File: config.mk
export PLATFORM = sky130hd
export DESIGN_NAME = multi_channel_led_blinker
export DESIGN_NICKNAME = d
export VERILOG_FILES = /design/src/rtl/mclb_pkg.sv /design/src/rtl/mclb_channel.sv /design/src/rtl/multi_channel_led_blinker.sv
export SDC_FILE = /design/constraint.sdc
export NUM_CORES = 1
export LEC_CHECK = 0
export ABC_AREA = 0
export BUFFER_PORTS_ARGS = -buffer_cell sky130_fd_sc_hd__buf_2
export CORE_MARGIN = 5
export CORE_UTILIZATION = 25
export CTS_CLUSTER_SIZE = 25
export DETAILED_ROUTE_END_ITERATION = 8
export SLEW_MARGIN = 20
export SYNTH_ARGS = -nofsm -noshare
export SYNTH_HDL_FRONTEND = slang
export SYNTH_HIERARCHICAL = 1
export SYNTH_SLANG_ARGS = --single-unit
File: constraint.sdc
create_clock -name clk -period 7.8 [get_ports clk]
set_input_delay 0.39 -clock clk [delete_from_list [all_inputs] [get_ports clk]]
set_output_delay 0.39 -clock clk [all_outputs]
set_load 0.05 [all_outputs]
File: src/rtl/mclb_pkg.sv
package mclb_pkg;

    localparam int CHANNELS_DEFAULT = 7;
    localparam int LED_COUNT = 7;

    localparam int KIND_W = 2;
    localparam int LED_NUM_W = 3;
    localparam int DUR_W = 16;
    localparam int TIME_W = 32;
    localparam int PERIOD_W = 8;

    localparam int IN_DATA_W = 72;
    localparam int OUT_DATA_W = 8;

    localparam logic [PERIOD_W-1:0] UPDATE_PERIOD_RESET = 8'd10;

    localparam logic [KIND_W-1:0] KIND_TICK = 2'd0;
    localparam logic [KIND_W-1:0] KIND_BLINK = 2'd1;
    localparam logic [KIND_W-1:0] KIND_SET = 2'd2;
    localparam logic [KIND_W-1:0] KIND_TOGGLE = 2'd3;

    typedef struct packed {
        logic [KIND_W-1:0] kind;
        logic [LED_NUM_W-1:0] led_number;
        logic level;
        logic [DUR_W-1:0] on_duration;
        logic [DUR_W-1:0] off_duration;
        logic [TIME_W-1:0] now_ms;
    } item_t;

    typedef struct packed {
        logic tick_ok;
        logic [TIME_W-1:0] now_ms;
        logic [DUR_W-1:0] on_duration;
        logic [DUR_W-1:0] off_duration;
    } chan_ctl_t;

    typedef struct packed {
        logic flip;
        logic lit;
    } chan_stat_t;

endpackage

File: src/rtl/mclb_channel.sv
module mclb_channel (
    input  logic                clk,
    input  logic                rst_n,
    input  mclb_pkg::chan_ctl_t ctl,
    input  logic                start,
    output mclb_pkg::chan_stat_t stat
);
    import mclb_pkg::*;

    logic [TIME_W-1:0] phase_start_reg;
    logic [TIME_W-1:0] phase_start_next;
    logic [DUR_W-1:0] on_time_reg;
    logic [DUR_W-1:0] on_time_next;
    logic [DUR_W-1:0] dark_time_reg;
    logic [DUR_W-1:0] dark_time_next;
    logic in_on_reg;
    logic in_on_next;
    logic [TIME_W-1:0] elapsed;
    logic [TIME_W-1:0] limit;
    logic armed;
    logic flip;

    assign elapsed = ctl.now_ms - phase_start_reg;
    assign limit = in_on_reg ? {{(TIME_W-DUR_W){1'b0}}, on_time_reg}
                             : {{(TIME_W-DUR_W){1'b0}}, dark_time_reg};
    assign armed = (on_time_reg != '0) && (dark_time_reg != '0);
    assign flip = ctl.tick_ok && armed && (elapsed >= limit);

    assign stat.flip = flip;
    assign stat.lit = ~in_on_reg;

    always_comb
    begin
        phase_start_next = phase_start_reg;
        on_time_next = on_time_reg;
        dark_time_next = dark_time_reg;
        in_on_next = in_on_reg;
        if (start)
        begin
            phase_start_next = ctl.now_ms;
            on_time_next = ctl.on_duration;
            dark_time_next = ctl.off_duration;
            in_on_next = 1'b1;
        end
        else if (flip)
        begin
            phase_start_next = ctl.now_ms;
            in_on_next = ~in_on_reg;
        end
    end

    always_ff @(posedge clk or negedge rst_n)
    begin
        if (!rst_n)
        begin
            phase_start_reg <= '0;
            on_time_reg <= '0;
            dark_time_reg <= '0;
            in_on_reg <= 1'b0;
        end
        else
        begin
            phase_start_reg <= phase_start_next;
            on_time_reg <= on_time_next;
            dark_time_reg <= dark_time_next;
            in_on_reg <= in_on_next;
        end
    end

endmodule

File: src/rtl/multi_channel_led_blinker.sv
// Channel   Handshake                     Contents
// s_axis    tvalid/tready, tdata, tuser   one command word per transfer
// m_axis    tvalid/tready, tdata          LED levels after each command
// cfg       cfg_we, cfg_wdata             update period in milliseconds
//
// One word is taken per cycle while s_axis_tready is high; its result reaches m_axis
// through the input register and the result register, which each hold one word, and all
// blink channels compare elapsed time in parallel between the two registers.
// Reset clears every LED and channel and sets the update period to 10 ms.
// A stalled result holds the result register while the input register still
// takes one more word.
module multi_channel_led_blinker #(
    parameter int CHANNELS = mclb_pkg::CHANNELS_DEFAULT
) (
    input  logic                               clk,
    input  logic                               rst_n,
    input  logic                               s_axis_tvalid,
    output logic                               s_axis_tready,
    // led_number[2:0], level[3], on_duration[19:4], off_duration[35:20],
    // now_ms[67:36], zero fill[71:68].
    input  logic [mclb_pkg::IN_DATA_W-1:0]     s_axis_tdata,
    // kind[1:0].
    input  logic [mclb_pkg::KIND_W-1:0]        s_axis_tuser,
    output logic                               m_axis_tvalid,
    input  logic                               m_axis_tready,
    // led_bits[6:0], zero fill[7].
    output logic [mclb_pkg::OUT_DATA_W-1:0]    m_axis_tdata,
    input  logic                               cfg_we,
    input  logic [mclb_pkg::PERIOD_W-1:0]      cfg_wdata
);
    import mclb_pkg::*;

    item_t item_reg;
    logic in_valid_reg;
    logic out_valid_reg;
    logic proc_ready;
    logic proc_fire;
    logic in_fire;

    logic [PERIOD_W-1:0] period_reg;
    logic [TIME_W-1:0] last_tick_reg;
    logic [TIME_W-1:0] last_tick_next;
    logic [LED_COUNT-1:0] led_reg;
    logic [LED_COUNT-1:0] led_next;

    logic [TIME_W-1:0] since_tick;
    logic tick_ok;
    logic num_valid;
    logic [LED_NUM_W-1:0] ch_idx;
    logic [CHANNELS-1:0] sel;
    logic [CHANNELS-1:0] start;
    chan_ctl_t ctl;
    chan_stat_t stat [CHANNELS];

    assign proc_ready = !out_valid_reg || m_axis_tready;
    assign proc_fire = in_valid_reg && proc_ready;
    assign s_axis_tready = !in_valid_reg || proc_ready;
    assign in_fire = s_axis_tvalid && s_axis_tready;

    assign since_tick = item_reg.now_ms - last_tick_reg;
    assign tick_ok = proc_fire && (item_reg.kind == KIND_TICK)
                     && (since_tick >= {{(TIME_W-PERIOD_W){1'b0}}, period_reg});

    assign num_valid = (item_reg.led_number != '0)
                       && ({1'b0, item_reg.led_number} <= 4'(CHANNELS))
                       && ({1'b0, item_reg.led_number} <= 4'(LED_COUNT));
    assign ch_idx = item_reg.led_number - 3'd1;

    assign ctl.tick_ok = tick_ok;
    assign ctl.now_ms = item_reg.now_ms;
    assign ctl.on_duration = item_reg.on_duration;
    assign ctl.off_duration = item_reg.off_duration;

    for (genvar c = 0; c < CHANNELS; c++)
    begin : g_chan
        assign sel[c] = num_valid && (ch_idx == 3'(c));
        assign start[c] = proc_fire && (item_reg.kind == KIND_BLINK) && sel[c];

        mclb_channel u_chan (
            .clk   (clk),
            .rst_n (rst_n),
            .ctl   (ctl),
            .start (start[c]),
            .stat  (stat[c])
        );
    end

    always_comb
    begin
        led_next = led_reg;
        last_tick_next = last_tick_reg;
        unique case (item_reg.kind)
            KIND_TICK:
            begin
                if (tick_ok)
                begin
                    last_tick_next = item_reg.now_ms;
                end
                for (int c = 0; c < CHANNELS; c++)
                begin
                    if (c < LED_COUNT && stat[c].flip)
                    begin
                        led_next[c] = stat[c].lit;
                    end
                end
            end
            KIND_BLINK:
            begin
                for (int c = 0; c < CHANNELS; c++)
                begin
                    if (c < LED_COUNT && sel[c])
                    begin
                        led_next[c] = 1'b1;
                    end
                end
            end
            KIND_SET:
            begin
                for (int c = 0; c < CHANNELS; c++)
                begin
                    if (c < LED_COUNT && sel[c])
                    begin
                        led_next[c] = item_reg.level;
                    end
                end
            end
            KIND_TOGGLE:
            begin
                for (int c = 0; c < CHANNELS; c++)
                begin
                    if (c < LED_COUNT && sel[c])
                    begin
                        led_next[c] = ~led_reg[c];
                    end
                end
            end
            default:
            begin
                led_next = led_reg;
            end
        endcase
    end

    always_ff @(posedge clk)
    begin
        if (in_fire)
        begin
            item_reg.kind <= s_axis_tuser;
            item_reg.led_number <= s_axis_tdata[2:0];
            item_reg.level <= s_axis_tdata[3];
            item_reg.on_duration <= s_axis_tdata[19:4];
            item_reg.off_duration <= s_axis_tdata[35:20];
            item_reg.now_ms <= s_axis_tdata[67:36];
        end
    end

    always_ff @(posedge clk or negedge rst_n)
    begin
        if (!rst_n)
        begin
            in_valid_reg <= 1'b0;
            out_valid_reg <= 1'b0;
            period_reg <= UPDATE_PERIOD_RESET;
            last_tick_reg <= '0;
            led_reg <= '0;
        end
        else
        begin
            if (s_axis_tready)
            begin
                in_valid_reg <= s_axis_tvalid;
            end
            if (proc_ready)
            begin
                out_valid_reg <= in_valid_reg;
            end
            if (cfg_we)
            begin
                period_reg <= cfg_wdata;
            end
            if (proc_fire)
            begin
                last_tick_reg <= last_tick_next;
                led_reg <= led_next;
            end
        end
    end

    assign m_axis_tvalid = out_valid_reg;
    assign m_axis_tdata = {{(OUT_DATA_W-LED_COUNT){1'b0}}, led_reg};

`ifndef SYNTH
    a_set_first_led: assert property (@(posedge clk) disable iff (!rst_n)
        proc_fire && item_reg.kind == KIND_SET && item_reg.led_number == 3'd1
        |=> led_reg[0] == $past(item_reg.level))
        else $error("set command did not reach LED 1");

    a_result_from_fire: assert property (@(posedge clk) disable iff (!rst_n)
        $rose(out_valid_reg) |-> $past(proc_fire))
        else $error("result appeared without a processed word");

    a_rejected_tick: assert property (@(posedge clk) disable iff (!rst_n)
        proc_fire && item_reg.kind == KIND_TICK && !tick_ok |=> $stable(last_tick_reg))
        else $error("rejected tick moved the tick time");

    a_ready_low: assert property (@(posedge clk) disable iff (!rst_n)
        !s_axis_tready |-> in_valid_reg && out_valid_reg && !m_axis_tready)
        else $error("input stalled while a stage was free");
`endif

endmodule
==> results.txt, run 1 <==
----------------------------------------------------
[Clock network]
  Bufs on Longest Clock Path ... 3
  CTS buffer count ... 73
  TritonCTS clock tree ... built
  H-tree level count ... 3
  Root buffer cell ... clkbuf_16
  Post_cts resized ... 0
  Clock slew at reported path FFs ... 0.06 ns
  Number of clock sinks ... roughly 570
  Worst-Skew Late Latency ... about 0.7 ns

[Final layout]
  Post-route non-filler standard cell count ... ~8500
  Final core utilization ... 28.2%
  Final #Nets ... around 6200
  Layout-stage area growth over the synthesis result ... 12.5%
  Ratio of cells with drive above 1 in the final layout ... a little over an eighth
  Max reg flops ... roughly 220

[STA]
  Slew HR ... 23.2%
  Hold Worst Slack ... between 0.04 and 0.05 ns
  Setup violators final ... 0
  Largest clock skew in the final design ... about 0.033 ns
  Slew at the pin closest to its max-slew limit ... roughly 1.1 ns
  Unrepaired setup endpoints after global routing ... no
  Min cycle time layout ... ~6.6 ns
  Share of the clock period used by the worst path after layout ... a little over four fifths
  Fmax ... 153 MHz
  Hold violation total from the final report ... 0
  Total negative slack ... 0 ns
  Total count of max-transition violations in the final report ... 0

[Setup path]
  WP buf/inv ... 2
  Required @ worst endpoint ... 8.32 ns
  Cells along the critical path ... buf_4 -> inv_1 -> fa_1 -> nand2b_1 -> a21oi_1 -> o21ai_1 -> and2_1 -> o21ai_0 -> xor2_1 -> ha_1 -> nand4_1 -> or4_1 -> o221ai_1 -> nor4_1 -> o311ai_1 -> or4_4 -> nor2_4 -> a21oi_1 -> a21oi_1 -> nor2_1 -> nand3_1 -> o21ai_0 -> a221oi_1
  CP max-delay cell ... edfxtp_1
  Data arrival at the endpoint of the critical path ... around 7.1 ns
  Crit start category ... flop
  Delay contributed by the slowest stage of the critical path ... roughly 0.95 ns
  Family with the most delay on the worst path ... compound AO/OA/AOI/OAI gates
  Most frequent CP cell ... a21oi_1
  Setup Crit Path Kind ... flop to flop
  Critical Path Fanout Max ... 16
  Critical path capture point type ... flop

[Global routing]
  Initial antenna violation count ... 6
  Total routing resource utilization after global routing ... 16.3%
  Maximum number of pins on one net before global-route repair ... about 130
  Vias in the first global route ... about 44000
  Global-route wire length before repair ... roughly 270000 um
  Gr ovfl total ... 0

[Synthesis]
  Syn_nets ... approximately 6200
  #FFs+latches synth ... 574
  Cell variety after synth ... around 120
  Asr flop ratio synth ... 87.8%
  Gate Count Post-Synth ... between 5000 and 6000
  Portion of the post-synthesis area used by sequential elements ... about 29%
  Cell area after technology mapping ... between 50000 and 60000 sq um
  Number of enable-type register cells in the synthesized netlist ... 70
  Total of warnings raised by yosys ... 6
  Synthesized area per cell ... 8.70 sq um
  Synth Flop Type ... dfrtp_1

[Hold path]
  Hold WC Path Type ... input pin to flop

[Drt]
  Number of DRC markers in iteration 0 ... approximately 3900
  Antenna violation net count after detailed routing ... 0
  Number of optimization iterations in the first detailed-route pass ... 7
  Via count ... between 40000 and 50000
  Wire per inst ... between 20 and 25 um
  Post-detailed-routing wire length ... roughly 180000 um
  Mean number of vias per cell ... approximately 5.5
  Remaining DRCs ... 0

[Outcome]
  Result of the run ... finished, final reports clean

[Power]
  Clock network power share ... roughly 16%
  Comb pwr share ... a little under two thirds
  Switching part of the total power ... between 40 and 50%
  Static Leak ... roughly 23 nW
  Switching power ... between 0.01 and 0.015 W
  Int Power ... 0.0117 W
  Sequential power share ... between 20 and 25%
  Power per cell area ... between 400 and 500 nW/um^2
  Total power after layout ... 0.0227 W
  Worst VDD drop ... 0.279 mV

[Die]
  Horizontal extent of the die ... approximately 460 um
  Total core area ... roughly 200000 sq um
  Starting density of the core ... between 20% and 30%
  Vertical die dimension ... between 400 and 500 um
  I/O pin count ... slightly below 100
  Placement row count ... 164
  Die area ... approximately 210000 sq um

[Placement]
  Total of buffers placed on input and output ports ... 91
  HPWL after DPL ... around 130000 um
  Weighted congestion at the end of routability-driven global placement ... just over 0.9
  Total instance count after detailed placement ... around 8200

[Job]
  Max-capacitance violation count ... 0

----------------------------------------------------
-- stage by stage --
stage,worst slack (ns),area [sq um]
detailed placement,1.36,53000
finish,1.25,56300
floorplan,2.42,50100
CTS,1.33,56300
global route,0.907,56300
global placement,1.34,53000
-- synthesized netlist by cell type, types with 25 or more instances --
| master | instances | area [sq um] |
|---|---|---|
| a21o_1 | 93 | 698 |
| a21oi_1 | 341 | 1710 |
| a21oi_2 | 34 | 298 |
| a221oi_1 | 37 | 324 |
| a22oi_1 | 184 | 1380 |
| a31oi_1 | 46 | 288 |
| and2_2 | 26 | 195 |
| and3_1 | 47 | 294 |
| buf_2 | 35 | 175 |
| buf_4 | 27 | 203 |
| clkbuf_1 | 245 | 920 |
| dfrtp_1 | 502 | 12600 |
| edfxtp_1 | 70 | 2100 |
| ha_1 | 369 | 4620 |
| inv_1 | 329 | 1230 |
| mux2_2 | 239 | 2690 |
| mux2_4 | 29 | 435 |
| mux2i_1 | 127 | 1270 |
| nand2_1 | 425 | 1600 |
| nand2b_1 | 51 | 319 |
| nand3_1 | 78 | 390 |
| nand4_1 | 297 | 1860 |
| nor2_1 | 417 | 1570 |
| nor2b_1 | 39 | 244 |
| nor3_1 | 96 | 480 |
| nor4_1 | 81 | 507 |
| o211ai_1 | 227 | 1700 |
| o21a_1 | 231 | 1730 |
| o21ai_0 | 155 | 776 |
| o21ai_1 | 69 | 345 |
| o21bai_1 | 27 | 203 |
| o311ai_0 | 25 | 219 |
| o311ai_1 | 39 | 342 |
| or2b_2 | 28 | 245 |
| or3_1 | 45 | 282 |
| xnor2_1 | 95 | 832 |
| xor2_1 | 73 | 639 |
-- final cells by class --
type / count / area, sq um
Multi-Input combinational cell: 4486 / 32500
Timing Repair Buffer: 276 / 2100
Fill cell: 21200 / 143000
Tap cell: 2656 / 3320
Clock inverter: 35 / 455
Sequential cell: 574 / 14700
Antenna cell: 5 / 12.5
Clock buffer: 97 / 2020
Inverter: 330 / 1240
-- final timing paths --
check / startpoint / end / slack [ns] / cells after the start
setup / recovery: ctl[33] / led_reg[4] / 1.25 / 23
hold / removal: cfg_we / period_reg[3] / 0.05 / 3
setup reg to reg: ctl[33] / led_reg[4] / 1.25 / 23
hold reg to reg: last_tick_reg[29] / last_tick_reg[29] / 0.49 / 1
max in group asynchronous: rst_n / g_chan[4].u_chan/phase_start_reg[24] / 5.52 / 4
min in group asynchronous: rst_n / g_chan[1].u_chan/phase_start_reg[19] / 0.37 / 2
-- metal layers --
| metal | vias up | track usage, % | wire (um) |
|---|---|---|---|
| met5 | - | 0 | 0 |
| met4 | 0 | 7.91 | 9340 |
| met3 | 311 | 2.37 | 10000 |
| met2 | 1410 | 26.0 | 80700 |
| met1 | 22900 | 21.5 | 77700 |
| li1 | 21700 | - | - |
-- logic make-up (layout without fill, tap and decap cells) --
| logic type | Yosys count | after routing | synth area share, % |
|---|---|---|---|
| other cells | 1 | 6 | 0.00749 |
| simple gates | 1782 | 1782 | 18.5 |
| mux | 396 | 396 | 8.81 |
| buf+inv | 693 | 738 | 6.07 |
| xor+xnor | 168 | 168 | 2.94 |
| flops | 574 | 574 | 29.4 |
| compound gates | 1762 | 1762 | 24.7 |
| fa+ha+maj | 377 | 377 | 9.54 |
-- tightest hold or removal path, stage by stage --
cell and delay, ns:
buf_2 0.17, nand2_1 0.07, o21ai_0 0.08
-- what timing repair did --
item	4_1_cts	5_1_grt
setup buffers	0	0
endpoints found under the hold margin	160	0
hold buffers	82	0
-- cell usage in the layout (no fill, tap or decap), types with 74 or more instances in the layout --
cell | netlist | routed
o21ai_0 | 155 | 155
nor4_1 | 81 | 81
nand3_1 | 78 | 77
a21oi_1 | 341 | 341
dfrtp_1 | 502 | 502
ha_1 | 369 | 369
nand2_1 | 425 | 425
inv_1 | 329 | 329
o211ai_1 | 227 | 227
mux2_2 | 239 | 239
nand4_1 | 297 | 297
dlygate4sd3_1 | 1 | 82
a21o_1 | 93 | 93
nor2_1 | 417 | 414
nor3_1 | 96 | 92
buf_2 | 35 | 90
a22oi_1 | 184 | 184
mux2i_1 | 127 | 127
clkbuf_16 | 0 | 74
o21a_1 | 231 | 231
xnor2_1 | 95 | 89
buf_4 | 27 | 100
-- power by group through the flow --
stage	Combinational [W]	Clock (W)	Sequential, W
finish	0.0144	0.00356	0.00468
global route	0.0160	0.00375	0.00478
CTS	0.0143	0.00364	0.00468
detailed placement	0.0141	0	0.00472
global placement	0.0139	0	0.00469
floorplan	0.0110	0	0.00446
Note: power is estimated with default switching activity, not from simulation.
==> inputs of run 2 (changes only) <==
clock period = 5.3 ns   (was 7.8 ns; I/O delays follow)
==> run 2 against run 1 <==
Via count is 3.1% higher. Critical path depth stayed put. Final cell count is 1.8% higher. Utilization is 1.2 points higher. First-iteration DRC count is 9.1% higher. Die area stayed put. Global-route usage is 1.3 points higher. Setup slack worse by 1.1 ns. Non-clock buffer count is 158 higher. Sequential cell count stayed put. Largest cell class unchanged.
==> results.txt, run 2 (synthesis gave the netlist of run 1 again) <==
----------------------------------------------------
[Drt]
  Number of DRC markers in iteration 0 ... 4250 (was 3896)
  Antenna violation net count after detailed routing ... 0 (unchanged)
  Mean number of vias per cell ... 5.55 (was 5.48)
  Wire per inst ... 22.5 um (was 21.0 um)
  Remaining DRCs ... 0 (unchanged)
  Via count ... 47800 (was 46400)
  Post-detailed-routing wire length ... 193000 um (was 178000 um)
  Number of optimization iterations in the first detailed-route pass ... 6 (was 7)

[Final layout]
  Ratio of cells with drive above 1 in the final layout ... 17.4% (was 13.4%)
  Post-route non-filler standard cell count ... 8612 (was 8459)
  Number of fillers in the final layout ... 21100 (was 21200)
  Top library cells by usage in the layout, fill and taps aside ... dfrtp_1 (502), nand2_1 (425), nor2_1 (410) (was dfrtp_1 (502), nand2_1 (425), nor2_1 (414))
  Layout-stage area growth over the synthesis result ... 17.3% (was 12.5%)
  Final #Nets ... 6361 (was 6205)
  Final core utilization ... 29.4% (was 28.2%)
  Max reg flops ... 224 (unchanged)
  Most frequent standard cell in the layout excluding fill and tap cells ... dfrtp_1 (unchanged)

[Hold path]
  Hold WC Path Type ... input pin to flop (unchanged)

[Global routing]
  Global-route wire length before repair ... 289000 um (was 271000 um)
  Maximum number of pins on one net before global-route repair ... 154 (was 128)
  Initial antenna violation count ... 10 (was 6)
  Total routing resource utilization after global routing ... 17.5% (was 16.3%)
  Vias in the first global route ... 46200 (was 44500)
  Gr ovfl total ... 0 (unchanged)

[Clock network]
  Bufs on Longest Clock Path ... 3 (unchanged)
  TritonCTS clock tree ... built (unchanged)
  CTS buffer count ... 71 (was 73)
  Root buffer cell ... clkbuf_16 (unchanged)
  Clock slew at reported path FFs ... 0.06 ns (about the same)
  Worst-Skew Late Latency ... 0.68 ns (was 0.69 ns)
  H-tree level count ... 3 (unchanged)
  Number of clock sinks ... 574 (unchanged)

[Placement]
  Weighted congestion at the end of routability-driven global placement ... 0.949 (was 0.915)
  HPWL after DPL ... 141000 um (was 126000 um)
  Pre-CTS worst setup slack ... -0.200 ns (was 1.36 ns)
  Total of buffers placed on input and output ports ... 91 (unchanged)
  Total instance count after detailed placement ... 8368 (was 8240)

[STA]
  Fmax ... 194 MHz (was 153 MHz)
  Setup violators final ... 0 (unchanged)
  Share of the clock period used by the worst path after layout ... 97.3% (was 84.0%)
  Largest clock skew in the final design ... 0.0183 ns (was 0.0333 ns)
  Slew at the pin closest to its max-slew limit ... 1.08 ns (was 1.14 ns)
  Worst-case setup margin in the final layout ... 0.144 ns (was 1.25 ns)
  Hold violation total from the final report ... 0 (unchanged)
  Min cycle time layout ... 5.16 ns (was 6.55 ns)
  Unrepaired setup endpoints after global routing ... yes (was no)
  Total count of max-transition violations in the final report ... 0 (unchanged)
  Slew HR ... 27.9% (was 23.2%)

[Die]
  I/O pin count ... 97 (unchanged)
  Die area ... 209000 sq um (unchanged)
  Starting density of the core ... 25.1% (unchanged)
  Horizontal extent of the die ... 458 um (unchanged)
  Placement row count ... 164 (unchanged)
  Total core area ... 199000 sq um (unchanged)
  Vertical die dimension ... 458 um (unchanged)

[Setup path]
  Data arrival at the endpoint of the critical path ... 5.72 ns (was 7.07 ns)
  Required @ worst endpoint ... 5.87 ns (was 8.32 ns)
  Cells along the critical path ... buf_12 -> buf_4 -> ha_1 -> o2111ai_2 -> a211oi_2 -> buf_4 -> o21bai_2 -> nand2_1 -> xor2_2 -> ha_1 -> nand4_1 -> or4_4 -> o221ai_2 -> nor4_1 -> o311ai_1 -> or4_4 -> nor2_4 -> a21oi_4 -> a21oi_1 -> nor2_1 -> nand3_1 -> o21ai_1 -> a221oi_1 (was buf_4 -> inv_1 -> fa_1 -> nand2b_1 -> a21oi_1 -> o21ai_1 -> and2_1 -> o21ai_0 -> xor2_1 -> ha_1 -> nand4_1 -> or4_1 -> o221ai_1 -> nor4_1 -> o311ai_1 -> or4_4 -> nor2_4 -> a21oi_1 -> a21oi_1 -> nor2_1 -> nand3_1 -> o21ai_0 -> a221oi_1)
  Critical Path Fanout Max ... 9 (was 16)
  Critical path capture point type ... flop (unchanged)
  Setup Crit Path Kind ... flop to flop (unchanged)
  Crit start category ... flop (unchanged)
  CP max-delay cell ... or4_4 (was edfxtp_1)
  Delay contributed by the slowest stage of the critical path ... 0.61 ns (was 0.95 ns)

[Power]
  Switching part of the total power ... 48.5% (was 48.4%)
  Sequential power share ... 19.7% (was 20.7%)
  Static Leak ... 24.1 nW (was 23.2 nW)
  Clock network power share ... 15.2% (was 15.7%)
  Switching power ... 0.0170 W (was 0.0110 W)
  Worst VDD drop ... 0.393 mV (was 0.279 mV)
  Int Power ... 0.0180 W (was 0.0117 W)
  Comb pwr share ... 65.2% (was 63.6%)
  Power per cell area ... 596 nW/um^2 (was 402 nW/um^2)

[Job]
  Max-capacitance violation count ... 0 (unchanged)

[Outcome]
  Result of the run ... finished, final reports clean (unchanged)

----------------------------------------------------
run 2: what timing repair did:
| item | CTS | global route |
|---|---|---|
| pin swaps | 3 | 78 |
| hold buffers | 96 | 0 |
| setup buffers | 1 | 15 |
| setup endpoints to repair | 36 | 209 |
| gates resized for setup | 11 | 148 |
| hold endpoints to repair | 159 | 0 |
run 2: worst max-delay path: cells and delay by family, from the launching register on:
family | cells | cell delay, ns
buf+inv | 3 | 0.58
xor+xnor | 1 | 0.22
simple gates | 8 | 1.64
flops | 1 | 0.41
compound gates | 9 | 1.49
fa+ha+maj | 2 | 0.72
run 2: metrics by stage:
| stage | hold WS (ns) | setup TNS (ns) | instance area, sq um | power, W |
|---|---|---|---|---|
| after floorplan | -0.0306 | 0 | 50100 | 0.0227 |
| after global placement | 0.317 | -0.632 | 54300 | 0.0281 |
| after detailed placement | 0.321 | -0.761 | 54300 | 0.0286 |
| after CTS | 0.0196 | -0.0522 | 57900 | 0.0342 |
| after global routing | 0.0615 | -0.199 | 58700 | 0.0376 |
| final | 0.0343 | 0 | 58700 | 0.0350 |
run 2: cell type report:
class	count	area (sq um)	area share [%]
Clock buffer	98	2030	3.46
Tap cell	2656	3320	5.66
Clock inverter	31	490	0.835
Antenna cell	3	7.51	0.0128
Sequential cell	574	14700	25.1
Multi-Input combinational cell	4486	33200	56.5
Timing Repair Buffer	434	3720	6.34
Inverter	330	1240	2.12
run 2: layer usage:
| layer | global-route usage [%] | wire length [um] |
|---|---|---|
| met5 | 0 | 13 |
| met4 | 7.55 | 8440 |
| met3 | 2.57 | 12500 |
| met2 | 28.1 | 88400 |
| met1 | 23.4 | 84200 |
run 2: final timing paths:
kind / slack (ns) / cells past startpoint / end / startpoint
worst min-delay path: 0.03 / 3 / m_axis_tvalid / m_axis_tready
worst max register to register: 0.14 / 23 / led_reg[0] / ctl[36]
worst max-delay path: 0.14 / 23 / led_reg[0] / ctl[36]
worst min register to register: 0.49 / 1 / last_tick_reg[29] / last_tick_reg[29]
max in group asynchronous: 3.61 / 3 / g_chan[3].u_chan/phase_start_reg[19] / rst_n
min in group asynchronous: 0.26 / 2 / g_chan[1].u_chan/phase_start_reg[19] / rst_n
run 2: power by group through the flow:
| stage | Clock, W | Combinational, W | Sequential [W] |
|---|---|---|---|
| finish | 0.00531 | 0.0228 | 0.00689 |
| global placement | 0 | 0.0212 | 0.00690 |
| CTS | 0.00544 | 0.0219 | 0.00687 |
| detailed placement | 0 | 0.0216 | 0.00694 |
| global route | 0.00561 | 0.0250 | 0.00703 |
| floorplan | 0 | 0.0162 | 0.00656 |
